<file path="config.mk">
export PLATFORM = sky130hd
export DESIGN_NAME = strict_base64url_decoder
export DESIGN_NICKNAME = d
export VERILOG_FILES = /design/src/rtl/sbd_pkg.sv /design/src/rtl/sbd_cfg.sv /design/src/rtl/sbd_in_stage.sv /design/src/rtl/sbd_core.sv /design/src/rtl/strict_base64url_decoder.sv
export VERILOG_INCLUDE_DIRS = /design/src /design/src/rtl
export SDC_FILE = /design/constraint.sdc
export NUM_CORES = 1
export LEC_CHECK = 0
export ABC_AREA = 1
export BUFFER_PORTS_ARGS = -buffer_cell sky130_fd_sc_hd__buf_2
export CORE_MARGIN = 4
export CORE_UTILIZATION = 62
export DETAILED_ROUTE_END_ITERATION = 16
export PLACE_DENSITY_LB_ADDON = 0.3
export SLEW_MARGIN = 20
export SYNTH_ARGS = -nofsm -noshare
export SYNTH_HDL_FRONTEND = slang
export SYNTH_SLANG_ARGS = --single-unit
</file>
<file path="constraint.sdc">
create_clock -name clk -period 7 [get_ports clk]
set_input_delay 1.05 -clock clk [delete_from_list [all_inputs] [get_ports clk]]
set_output_delay 1.05 -clock clk [all_outputs]
set_load 0.1 [all_outputs]
</file>
<file path="src/rtl/strict_base64url_decoder_assert.svh">
// Assertion macros for the unpadded base64url decoder.
// Each macro samples on the rising edge of clk and is disabled while rst_n is low.
`ifndef STRICT_BASE64URL_DECODER_ASSERT_SVH
`define STRICT_BASE64URL_DECODER_ASSERT_SVH

// The consequent must hold in the same cycle as the antecedent.
`define SBD_ASSERT_NOW(lbl, ante, cons) \
    lbl: assert property (@(posedge clk) disable iff (!rst_n) (ante) |-> (cons)) \
        else $error("decoder assertion failed");

// The consequent must hold in the cycle after the antecedent.
`define SBD_ASSERT_NEXT(lbl, ante, cons) \
    lbl: assert property (@(posedge clk) disable iff (!rst_n) (ante) |=> (cons)) \
        else $error("decoder assertion failed");

`endif

</file>
<file path="src/rtl/sbd_pkg.sv">
package sbd_pkg;

    typedef enum logic [2:0]
    {
        STATUS_OK        = 3'd0,
        STATUS_FRAMING   = 3'd1,
        STATUS_INVALID   = 3'd2,
        STATUS_TOO_LARGE = 3'd3,
        STATUS_NONCANON  = 3'd4
    } status_t;

    typedef enum logic [1:0]
    {
        FE_NONE      = 2'd0,
        FE_INVALID   = 2'd1,
        FE_TOO_LARGE = 2'd2
    } first_err_t;

    localparam logic [7:0]  CHAR_PAD      = 8'h3D;
    localparam logic [6:0]  DIGIT_INVALID = 7'd64;
    localparam logic [14:0] COUNT_MAX     = 15'h7FFF;

    typedef struct packed
    {
        logic [7:0] char_code;
        logic       last_char;
    } item_t;

    // eff is the clamped byte limit; char_lim_x is 4*eff+2, against which
    // three times (characters - 2) is compared to avoid a division by three.
    typedef struct packed
    {
        logic [14:0] eff;
        logic [16:0] char_lim_x;
    } limits_t;

    function automatic logic [6:0] digit_of(input logic [7:0] c);
        logic [7:0] t;
        begin
            t = 8'd64;
            if (c >= 8'h41 && c <= 8'h5A)
            begin
                t = c - 8'h41;
            end
            else if (c >= 8'h61 && c <= 8'h7A)
            begin
                t = c - 8'h61 + 8'd26;
            end
            else if (c >= 8'h30 && c <= 8'h39)
            begin
                t = c - 8'h30 + 8'd52;
            end
            else if (c == 8'h2D)
            begin
                t = 8'd62;
            end
            else if (c == 8'h5F)
            begin
                t = 8'd63;
            end
            return t[6:0];
        end
    endfunction

endpackage

</file>
<file path="src/rtl/sbd_cfg.sv">
module sbd_cfg
    import sbd_pkg::*;
#(
    parameter int unsigned MAX_DECODED_LIMIT = 16384
)
(
    input  logic        clk,
    input  logic        rst_n,
    input  logic        cfg_valid,
    input  logic [14:0] cfg_data,
    output limits_t     limits
);

    // The register is only 15 bits wide, so a limit above that range never bites.
    localparam int unsigned CLAMP = (MAX_DECODED_LIMIT > 32767) ? 32767 : MAX_DECODED_LIMIT;
    localparam logic [14:0] CLAMP_V = 15'(CLAMP);
    localparam logic [14:0] RESET_EFF = (CLAMP < 1024) ? CLAMP_V : 15'd1024;
    localparam logic [16:0] RESET_LIM = {RESET_EFF, 2'b00} + 17'd2;

    logic [14:0] eff_reg;
    logic [14:0] eff_next;
    logic [16:0] lim_reg;
    logic [16:0] lim_next;

    always_comb
    begin
        eff_next = eff_reg;
        lim_next = lim_reg;
        if (cfg_valid)
        begin
            eff_next = (cfg_data > CLAMP_V) ? CLAMP_V : cfg_data;
            lim_next = {eff_next, 2'b00} + 17'd2;
        end
    end

    always_ff @(posedge clk or negedge rst_n)
    begin
        if (!rst_n)
        begin
            eff_reg <= RESET_EFF;
            lim_reg <= RESET_LIM;
        end
        else
        begin
            eff_reg <= eff_next;
            lim_reg <= lim_next;
        end
    end

    assign limits.eff        = eff_reg;
    assign limits.char_lim_x = lim_reg;

endmodule

</file>
<file path="src/rtl/sbd_in_stage.sv">
module sbd_in_stage
    import sbd_pkg::*;
(
    input  logic  clk,
    input  logic  rst_n,
    input  logic  in_valid,
    output logic  in_ready,
    input  item_t in_item,
    output logic  item_valid,
    input  logic  item_ready,
    output item_t item
);

    logic  hold_valid_reg;
    logic  hold_valid_next;
    item_t hold_item_reg;
    item_t hold_item_next;

    // A new transfer may land when the holding register is empty or the held item leaves in the same cycle.
    assign in_ready = !hold_valid_reg || item_ready;

    always_comb
    begin
        hold_valid_next = hold_valid_reg;
        hold_item_next  = hold_item_reg;
        if (in_valid && in_ready)
        begin
            hold_valid_next = 1'b1;
            hold_item_next  = in_item;
        end
        else if (item_ready)
        begin
            hold_valid_next = 1'b0;
        end
    end

    always_ff @(posedge clk or negedge rst_n)
    begin
        if (!rst_n)
        begin
            hold_valid_reg <= 1'b0;
        end
        else
        begin
            hold_valid_reg <= hold_valid_next;
        end
    end

    always_ff @(posedge clk)
    begin
        hold_item_reg <= hold_item_next;
    end

    assign item_valid = hold_valid_reg;
    assign item       = hold_item_reg;

endmodule

</file>
<file path="src/rtl/sbd_core.sv">
module sbd_core
    import sbd_pkg::*;
(
    input  logic       clk,
    input  logic       rst_n,
    input  limits_t    limits,
    input  logic       item_valid,
    output logic       item_ready,
    input  item_t      item,
    output logic       out_valid,
    input  logic       out_ready,
    output logic       byte_valid,
    output logic [7:0] data_byte,
    output logic       value_end,
    output logic [2:0] status
);

    logic [5:0]  buf_reg,   buf_next;
    logic [2:0]  bc_reg,    bc_next;
    logic [14:0] cc_reg,    cc_next;
    logic [14:0] bytes_reg, bytes_next;
    logic        fb_reg,    fb_next;
    first_err_t  fe_reg,    fe_next;

    logic        ov_reg,    ov_next;
    logic        bv_reg,    bv_next;
    logic [7:0]  db_reg,    db_next;
    logic        ve_reg,    ve_next;
    status_t     st_reg,    st_next;

    logic        fire;

    assign item_ready = !ov_reg || out_ready;
    assign fire       = item_valid && item_ready;

    always_comb
    begin
        logic [6:0]  d;
        logic [11:0] acc;
        logic [14:0] cc_n;
        logic [14:0] bytes_n;
        logic [16:0] cc_x3;
        logic        fb_n;
        logic        frame;
        logic        emit;
        logic [7:0]  byte_n;
        logic [2:0]  bc_n;
        logic [5:0]  buf_n;
        first_err_t  fe_n;

        d       = digit_of(item.char_code);
        acc     = {buf_reg, d[5:0]};
        fb_n    = fb_reg;
        fe_n    = fe_reg;
        bytes_n = bytes_reg;
        bc_n    = bc_reg;
        buf_n   = buf_reg;
        emit    = 1'b0;
        byte_n  = 8'd0;

        if (cc_reg == COUNT_MAX)
        begin
            fb_n = 1'b1;
            cc_n = cc_reg;
        end
        else
        begin
            cc_n = cc_reg + 15'd1;
        end

        // Beyond the character limit when 3*(count-2) exceeds 4*limit+2.
        cc_x3 = ({2'b00, cc_n} << 1) + {2'b00, cc_n} - 17'd6;
        if (cc_n >= 15'd3 && cc_x3 > limits.char_lim_x)
        begin
            fb_n = 1'b1;
        end
        if (item.char_code == CHAR_PAD)
        begin
            fb_n = 1'b1;
        end

        if (!fb_n && fe_reg == FE_NONE)
        begin
            if (d == DIGIT_INVALID)
            begin
                fe_n = FE_INVALID;
            end
            else
            begin
                case (bc_reg)
                    3'd2:
                    begin
                        byte_n = acc[7:0];
                        bc_n   = 3'd0;
                        buf_n  = 6'd0;
                    end
                    3'd4:
                    begin
                        byte_n = acc[9:2];
                        bc_n   = 3'd2;
                        buf_n  = {4'd0, acc[1:0]};
                    end
                    3'd6:
                    begin
                        byte_n = acc[11:4];
                        bc_n   = 3'd4;
                        buf_n  = {2'd0, acc[3:0]};
                    end
                    default:
                    begin
                        bc_n   = 3'd6;
                        buf_n  = acc[5:0];
                    end
                endcase
                if (bc_reg == 3'd2 || bc_reg == 3'd4 || bc_reg == 3'd6)
                begin
                    if (bytes_reg != COUNT_MAX)
                    begin
                        bytes_n = bytes_reg + 15'd1;
                    end
                    if (bytes_n > limits.eff)
                    begin
                        fe_n = FE_TOO_LARGE;
                    end
                    else
                    begin
                        emit = 1'b1;
                    end
                end
            end
        end

        frame = fb_n || (cc_n[1:0] == 2'd1);

        buf_next   = buf_reg;
        bc_next    = bc_reg;
        cc_next    = cc_reg;
        bytes_next = bytes_reg;
        fb_next    = fb_reg;
        fe_next    = fe_reg;
        ov_next    = ov_reg && !out_ready;
        bv_next    = bv_reg;
        db_next    = db_reg;
        ve_next    = ve_reg;
        st_next    = st_reg;

        if (fire)
        begin
            ov_next = 1'b1;
            bv_next = emit;
            db_next = emit ? byte_n : 8'd0;
            ve_next = item.last_char;
            st_next = STATUS_OK;
            if (item.last_char)
            begin
                if (frame)
                begin
                    st_next = STATUS_FRAMING;
                end
                else if (fe_n == FE_INVALID)
                begin
                    st_next = STATUS_INVALID;
                end
                else if (fe_n == FE_TOO_LARGE)
                begin
                    st_next = STATUS_TOO_LARGE;
                end
                else if (buf_n != 6'd0)
                begin
                    st_next = STATUS_NONCANON;
                end
                // The stream state starts afresh for the next value.
                buf_next   = 6'd0;
                bc_next    = 3'd0;
                cc_next    = 15'd0;
                bytes_next = 15'd0;
                fb_next    = 1'b0;
                fe_next    = FE_NONE;
            end
            else
            begin
                buf_next   = buf_n;
                bc_next    = bc_n;
                cc_next    = cc_n;
                bytes_next = bytes_n;
                fb_next    = fb_n;
                fe_next    = fe_n;
            end
        end
    end

    always_ff @(posedge clk or negedge rst_n)
    begin
        if (!rst_n)
        begin
            buf_reg   <= 6'd0;
            bc_reg    <= 3'd0;
            cc_reg    <= 15'd0;
            bytes_reg <= 15'd0;
            fb_reg    <= 1'b0;
            fe_reg    <= FE_NONE;
            ov_reg    <= 1'b0;
        end
        else
        begin
            buf_reg   <= buf_next;
            bc_reg    <= bc_next;
            cc_reg    <= cc_next;
            bytes_reg <= bytes_next;
            fb_reg    <= fb_next;
            fe_reg    <= fe_next;
            ov_reg    <= ov_next;
        end
    end

    always_ff @(posedge clk)
    begin
        bv_reg <= bv_next;
        db_reg <= db_next;
        ve_reg <= ve_next;
        st_reg <= st_next;
    end

    assign out_valid  = ov_reg;
    assign byte_valid = bv_reg;
    assign data_byte  = db_reg;
    assign value_end  = ve_reg;
    assign status     = st_reg;

endmodule

</file>
<file path="src/rtl/strict_base64url_decoder.sv">
// Path: an input transfer is held in the input register, decoded into the result register,
// and offered from there at the output.
// Throughput: one character per cycle while out_ready is high; the decode step between the
// input register and the result register is a digit lookup, a shift and a few compares.
// A result that waits in the result register holds the input side back.
// Reset (rst_n, asynchronous, active low) empties both registers, clears the stream
// state and sets the byte limit to 1024 (or the build limit if smaller).
`include "strict_base64url_decoder_assert.svh"

module strict_base64url_decoder
    import sbd_pkg::*;
#(
    parameter int unsigned MAX_DECODED_LIMIT = 16384
)
(
    input  logic        clk,
    input  logic        rst_n,
    input  logic        cfg_valid,
    output logic        cfg_ready,
    input  logic [14:0] cfg_data,
    input  logic        in_valid,
    output logic        in_ready,
    input  logic [7:0]  char_code,
    input  logic        last_char,
    output logic        out_valid,
    input  logic        out_ready,
    output logic        byte_valid,
    output logic [7:0]  data_byte,
    output logic        value_end,
    output logic [2:0]  status
);

    limits_t limits;
    item_t   in_item;
    item_t   item;
    logic    item_valid;
    logic    item_ready;
    logic    end_with_byte;
    logic    clean_status;

    assign cfg_ready         = 1'b1;
    assign in_item.char_code = char_code;
    assign in_item.last_char = last_char;

    sbd_cfg #(
        .MAX_DECODED_LIMIT(MAX_DECODED_LIMIT)
    ) u_cfg (
        .clk      (clk),
        .rst_n    (rst_n),
        .cfg_valid(cfg_valid),
        .cfg_data (cfg_data),
        .limits   (limits)
    );

    sbd_in_stage u_in_stage (
        .clk       (clk),
        .rst_n     (rst_n),
        .in_valid  (in_valid),
        .in_ready  (in_ready),
        .in_item   (in_item),
        .item_valid(item_valid),
        .item_ready(item_ready),
        .item      (item)
    );

    sbd_core u_core (
        .clk       (clk),
        .rst_n     (rst_n),
        .limits    (limits),
        .item_valid(item_valid),
        .item_ready(item_ready),
        .item      (item),
        .out_valid (out_valid),
        .out_ready (out_ready),
        .byte_valid(byte_valid),
        .data_byte (data_byte),
        .value_end (value_end),
        .status    (status)
    );

    assign end_with_byte = out_valid && byte_valid && value_end;
    assign clean_status  = (status == STATUS_OK) || (status == STATUS_NONCANON);

    // With the result register empty, the input side must never stall.
    `SBD_ASSERT_NOW(a_ready_when_empty, !out_valid, in_ready)
    // A byte that completes on the last character can only come with a clean or
    // non-canonical status: every other error suppresses the byte.
    `SBD_ASSERT_NOW(a_byte_on_end_status, end_with_byte, clean_status)
    // A result is never offered with an error status before the final character.
    `SBD_ASSERT_NOW(a_status_only_at_end, out_valid && !value_end, status == STATUS_OK)
    // Once the result register holds a transfer, it is still there next cycle unless taken.
    `SBD_ASSERT_NEXT(a_result_kept, out_valid && !out_ready, out_valid)

endmodule

</file>
==> results list <==
* DRC violation count after routing: 0
* Routability congestion estimate: around 0.97
- The area growth from synthesis to layout is 7.023%.
* Worst endpoint data arrival time: 6490 ps
- Summed over all cells, the static leakage comes to between 3 and 4 nW.
* Number of buffers between clock root and the deepest sink: 2
- Required time of the critical path: just over 7000 ps
* Total Neg Setup Slack: 0 ps
- In this run the power density over the cells is 338.7 nW/um^2.
- Max cap viols: 0
* Post-DP Area: between 7000 and 8000 um^2
- Number of enable flip-flop cells after synthesis: 22
- Based on the critical path, the design can be clocked at up to between 150 and 200 MHz.
- Of all flip-flops after synthesis, the portion carrying an async set or reset was 72.50%.
- Maximum net fanout on the critical path: 16
- Cell count after synthesis: 928
* Height of the chip: 113.0 um
- I/O Pins: 45
- The initial antenna violation count is 0.
- Total number of clock tree sinks: 80
- Synth Area in Compound Gates: roughly an eighth
- For this configuration, the core starts out at a cell density of between 60% and 70%.
* Avg Inst Size Synth: about 7.4 um^2
* Final hold slack: 496.5 ps
* Postcts setup bufs: 0
* Unrepaired setup endpoints after global routing: no
- Sequential cell area fraction in the yosys report: between 30% and 40%
- The number of global-route vias before repair came to between 5,000 and 6,000.
- Share of synthesized area spent on multiplexers: 0%
- TritonCTS clock tree: built
* Share of the clock period used by the worst path after layout: 89.23%
* Number of cell rows: 38
- Once the clock tree was built, the resizer swapped 0 gates to a different size.
* Type of the worst min-delay path: reg2reg
- The slowest stage of the critical path belongs to the cell dfrtp_1.
- After global routing the overflow that remains totals 0.
* Clock latency at the later pin of the worst-skew pair: roughly 390 ps
- Gr usage total: between 20 and 25%
* Clock transition at the registers of the reported paths: around 80 ps
* Adder-Cell Fraction of Synth Area: between 10% and 20%
* Pre-CTS setup slack: around 840 ps
* Status: completed
- Dominant combinational cell family by area after synthesis: simple AND/OR/NAND/NOR gates
* Global-route wire length before repair: 25,830 um
- The die covers between 10,000 and 15,000 um^2.
- The number of slew-limit violations in the final report was 0.
- The routed design has approximately 15,000 um of wire.
- Setup violations remaining at the end of the flow were counted as 0.
- Synthesis instantiated 52 different standard cells from the library.
* Final count of hold timing violations: 0
- Number of antenna-violating nets in the routed design: 0
* Area share of xor/xnor cells in the synthesized design: 3.694%
- Die Wd: 113.0 um
- Critical Setup Path Class: reg2reg
* Placeable core region: about 11,000 um^2
- HPWL reported at the end of detailed placement: 11,610 um
- Synthesis-stage register bit count: 80
- Largest net degree at the start of global routing: around 60
* Launching element type of the critical path: flop
- The cell that appears most often on the critical path is nand2_1.
- The library cell used most frequently in the layout, excluding fill and tap cells, is nand2_1.
- Root Buffer Master: clkbuf_8
- Number of buffers created by CTS: 9
* Ant diodes: 0
* Design area: about 7300 um^2
- The Yosys step of the flow raised 0 warnings.
- Vias per cell: 5.368
* Number of I/O port buffers: 43
* Fin nets: around 1,100
- The first detailed-routing pass took 5 iterations.
- VDD IR-drop max: 245.9 uV
* Final Skew: ~14 ps
- In this run, the number of DRC markers left after iteration 0 of detailed routing was between 400 and 500.
* Layout cells sized above 1: 12.58%
* DR vias: 5,958
- The clock tree synthesis step divided the H-tree into 3 levels.
- In this run the cell area of the synthesized design comes to roughly 6800 um^2.
- Post-synthesis share of cell area spent on and, or, nand and nor gates: between 20 and 30%
- The clock period could shrink to 6246 ps.
* Crit. End Element: flop
- Remaining max-slew budget at the tightest pin: between 40% and 50%
* Most frequent cells in the layout: 252 x nand2_1, 126 x inv_1, 72 x ha_1, 67 x nand3_1, 57 x dfrtp_1
- Final worst-path setup slack: between 700 and 800 ps
* Actual transition at the worst max-transition pin: about 830 ps
- In this run, post-CTS hold repair placed 0 buffers.
- When the netlist entered floorplanning its net count stood at 1,031.
* Leading register cell type out of synthesis: dfrtp_1
* Largest incremental delay on the critical path: around 430 ps
- FILL cells: 950
- Dividing the detail-routed wire length by the instance count gives ~13 um.
==> layer usage <==
layer  track usage (%)  up-vias  routed length [um]
met3             4.920       25                 704
met4             7.212        0                 297
met1             34.42     2682                7114
met2             39.53      125                6800
li1                  -     3126                   -
met5                 0        -                   0
==> critical path: cells and delay by family, from the launching register on <==
| family | cells | cell delay, ps |
|---|---|---|
| xor+xnor | 1 | 150 |
| buf+inv | 6 | 470 |
| compound gates | 9 | 1740 |
| simple gates | 14 | 2050 |
| flops | 1 | 430 |
| fa+ha+maj | 5 | 1270 |
==> cells by family after synthesis <==
kind of cell	Yosys count
and+or+nand+nor	444
DFF	80
AOI/OAI and AO/OA	142
adders and majority gates	74
other	1
xor gates and xnor gates	28
buffers and inverters	159
==> power by group <==
part / switching (W) / internal [W]
logic: 0.000985 / 0.000539
registers: 0.0000468 / 0.000551
clock network: 0.000182 / 0.000176
total: 0.00121 / 0.00127
==> final timing paths <==
path | start | to | slack [ps] | cells past startpoint
max | u_core.cc_reg[1]$_DFFE_PN0P_ | u_core.status[2]$_SDFFCE_PP0P_ | 750 | 35
min | u_in_stage.item_valid$_DFFE_PN0P_ | u_core.out_valid$_DFF_PN0_ | 500 | 2
max reg2reg | u_core.cc_reg[1]$_DFFE_PN0P_ | u_core.status[2]$_SDFFCE_PP0P_ | 750 | 35
min reg2reg | u_in_stage.item_valid$_DFFE_PN0P_ | u_core.out_valid$_DFF_PN0_ | 500 | 2
max in group asynchronous | rst_n | u_in_stage.item_valid$_DFFE_PN0P_ | 5670 | 2
min in group asynchronous | rst_n | u_core.bytes_reg[2]$_DFFE_PN0P_ | 800 | 2
==> cells in the mapped netlist (all sizes together) (2+ instances only) <==
library cell  number  area [um^2]
nand2            262         1018
inv              139        526.8
nand3             76        432.9
ha                72        900.9
nor2              65        321.6
o21ai             59        332.8
dfrtp             57         1426
a21oi             44        227.7
o22ai             24        150.1
edfxtp            22        660.6
xor2              18        165.2
nand4             17        121.4
buf               11        92.58
nor3              11        55.05
xnor2             10        87.58
clkbuf             8        30.03
nor4               7        50.05
a21o               4        30.03
a31oi              3        31.28
o21bai             3        22.52
fa                 2        40.04
nand3b             2        15.01
nor3b              2        15.01
==> metrics by stage <==
stage / power [W] / cells / utilization (%)
after floorplan: 0.001853 / 928 / -
after global placement: 0.002078 / 1094 / 65.72
after detailed placement: 0.002124 / 1094 / 65.72
after CTS: 0.002491 / 1110 / 67.54
after global routing: 0.002736 / 1110 / 67.54
final: 0.002480 / 1110 / 67.54
==> cell type report <==
class / instances / area (um^2) / share of cell area, %
multi-input cells: 689 / 4075 / 55.66
flip-flops and latches: 80 / 2113 / 28.86
inverters: 140 / 530.5 / 7.245
repair buffers: 45 / 230.2 / 3.144
well taps: 140 / 175.2 / 2.392
clock buffers: 12 / 145.1 / 1.982
clock inverters: 4 / 52.55 / 0.7177
(Power assumes the default switching activity.)
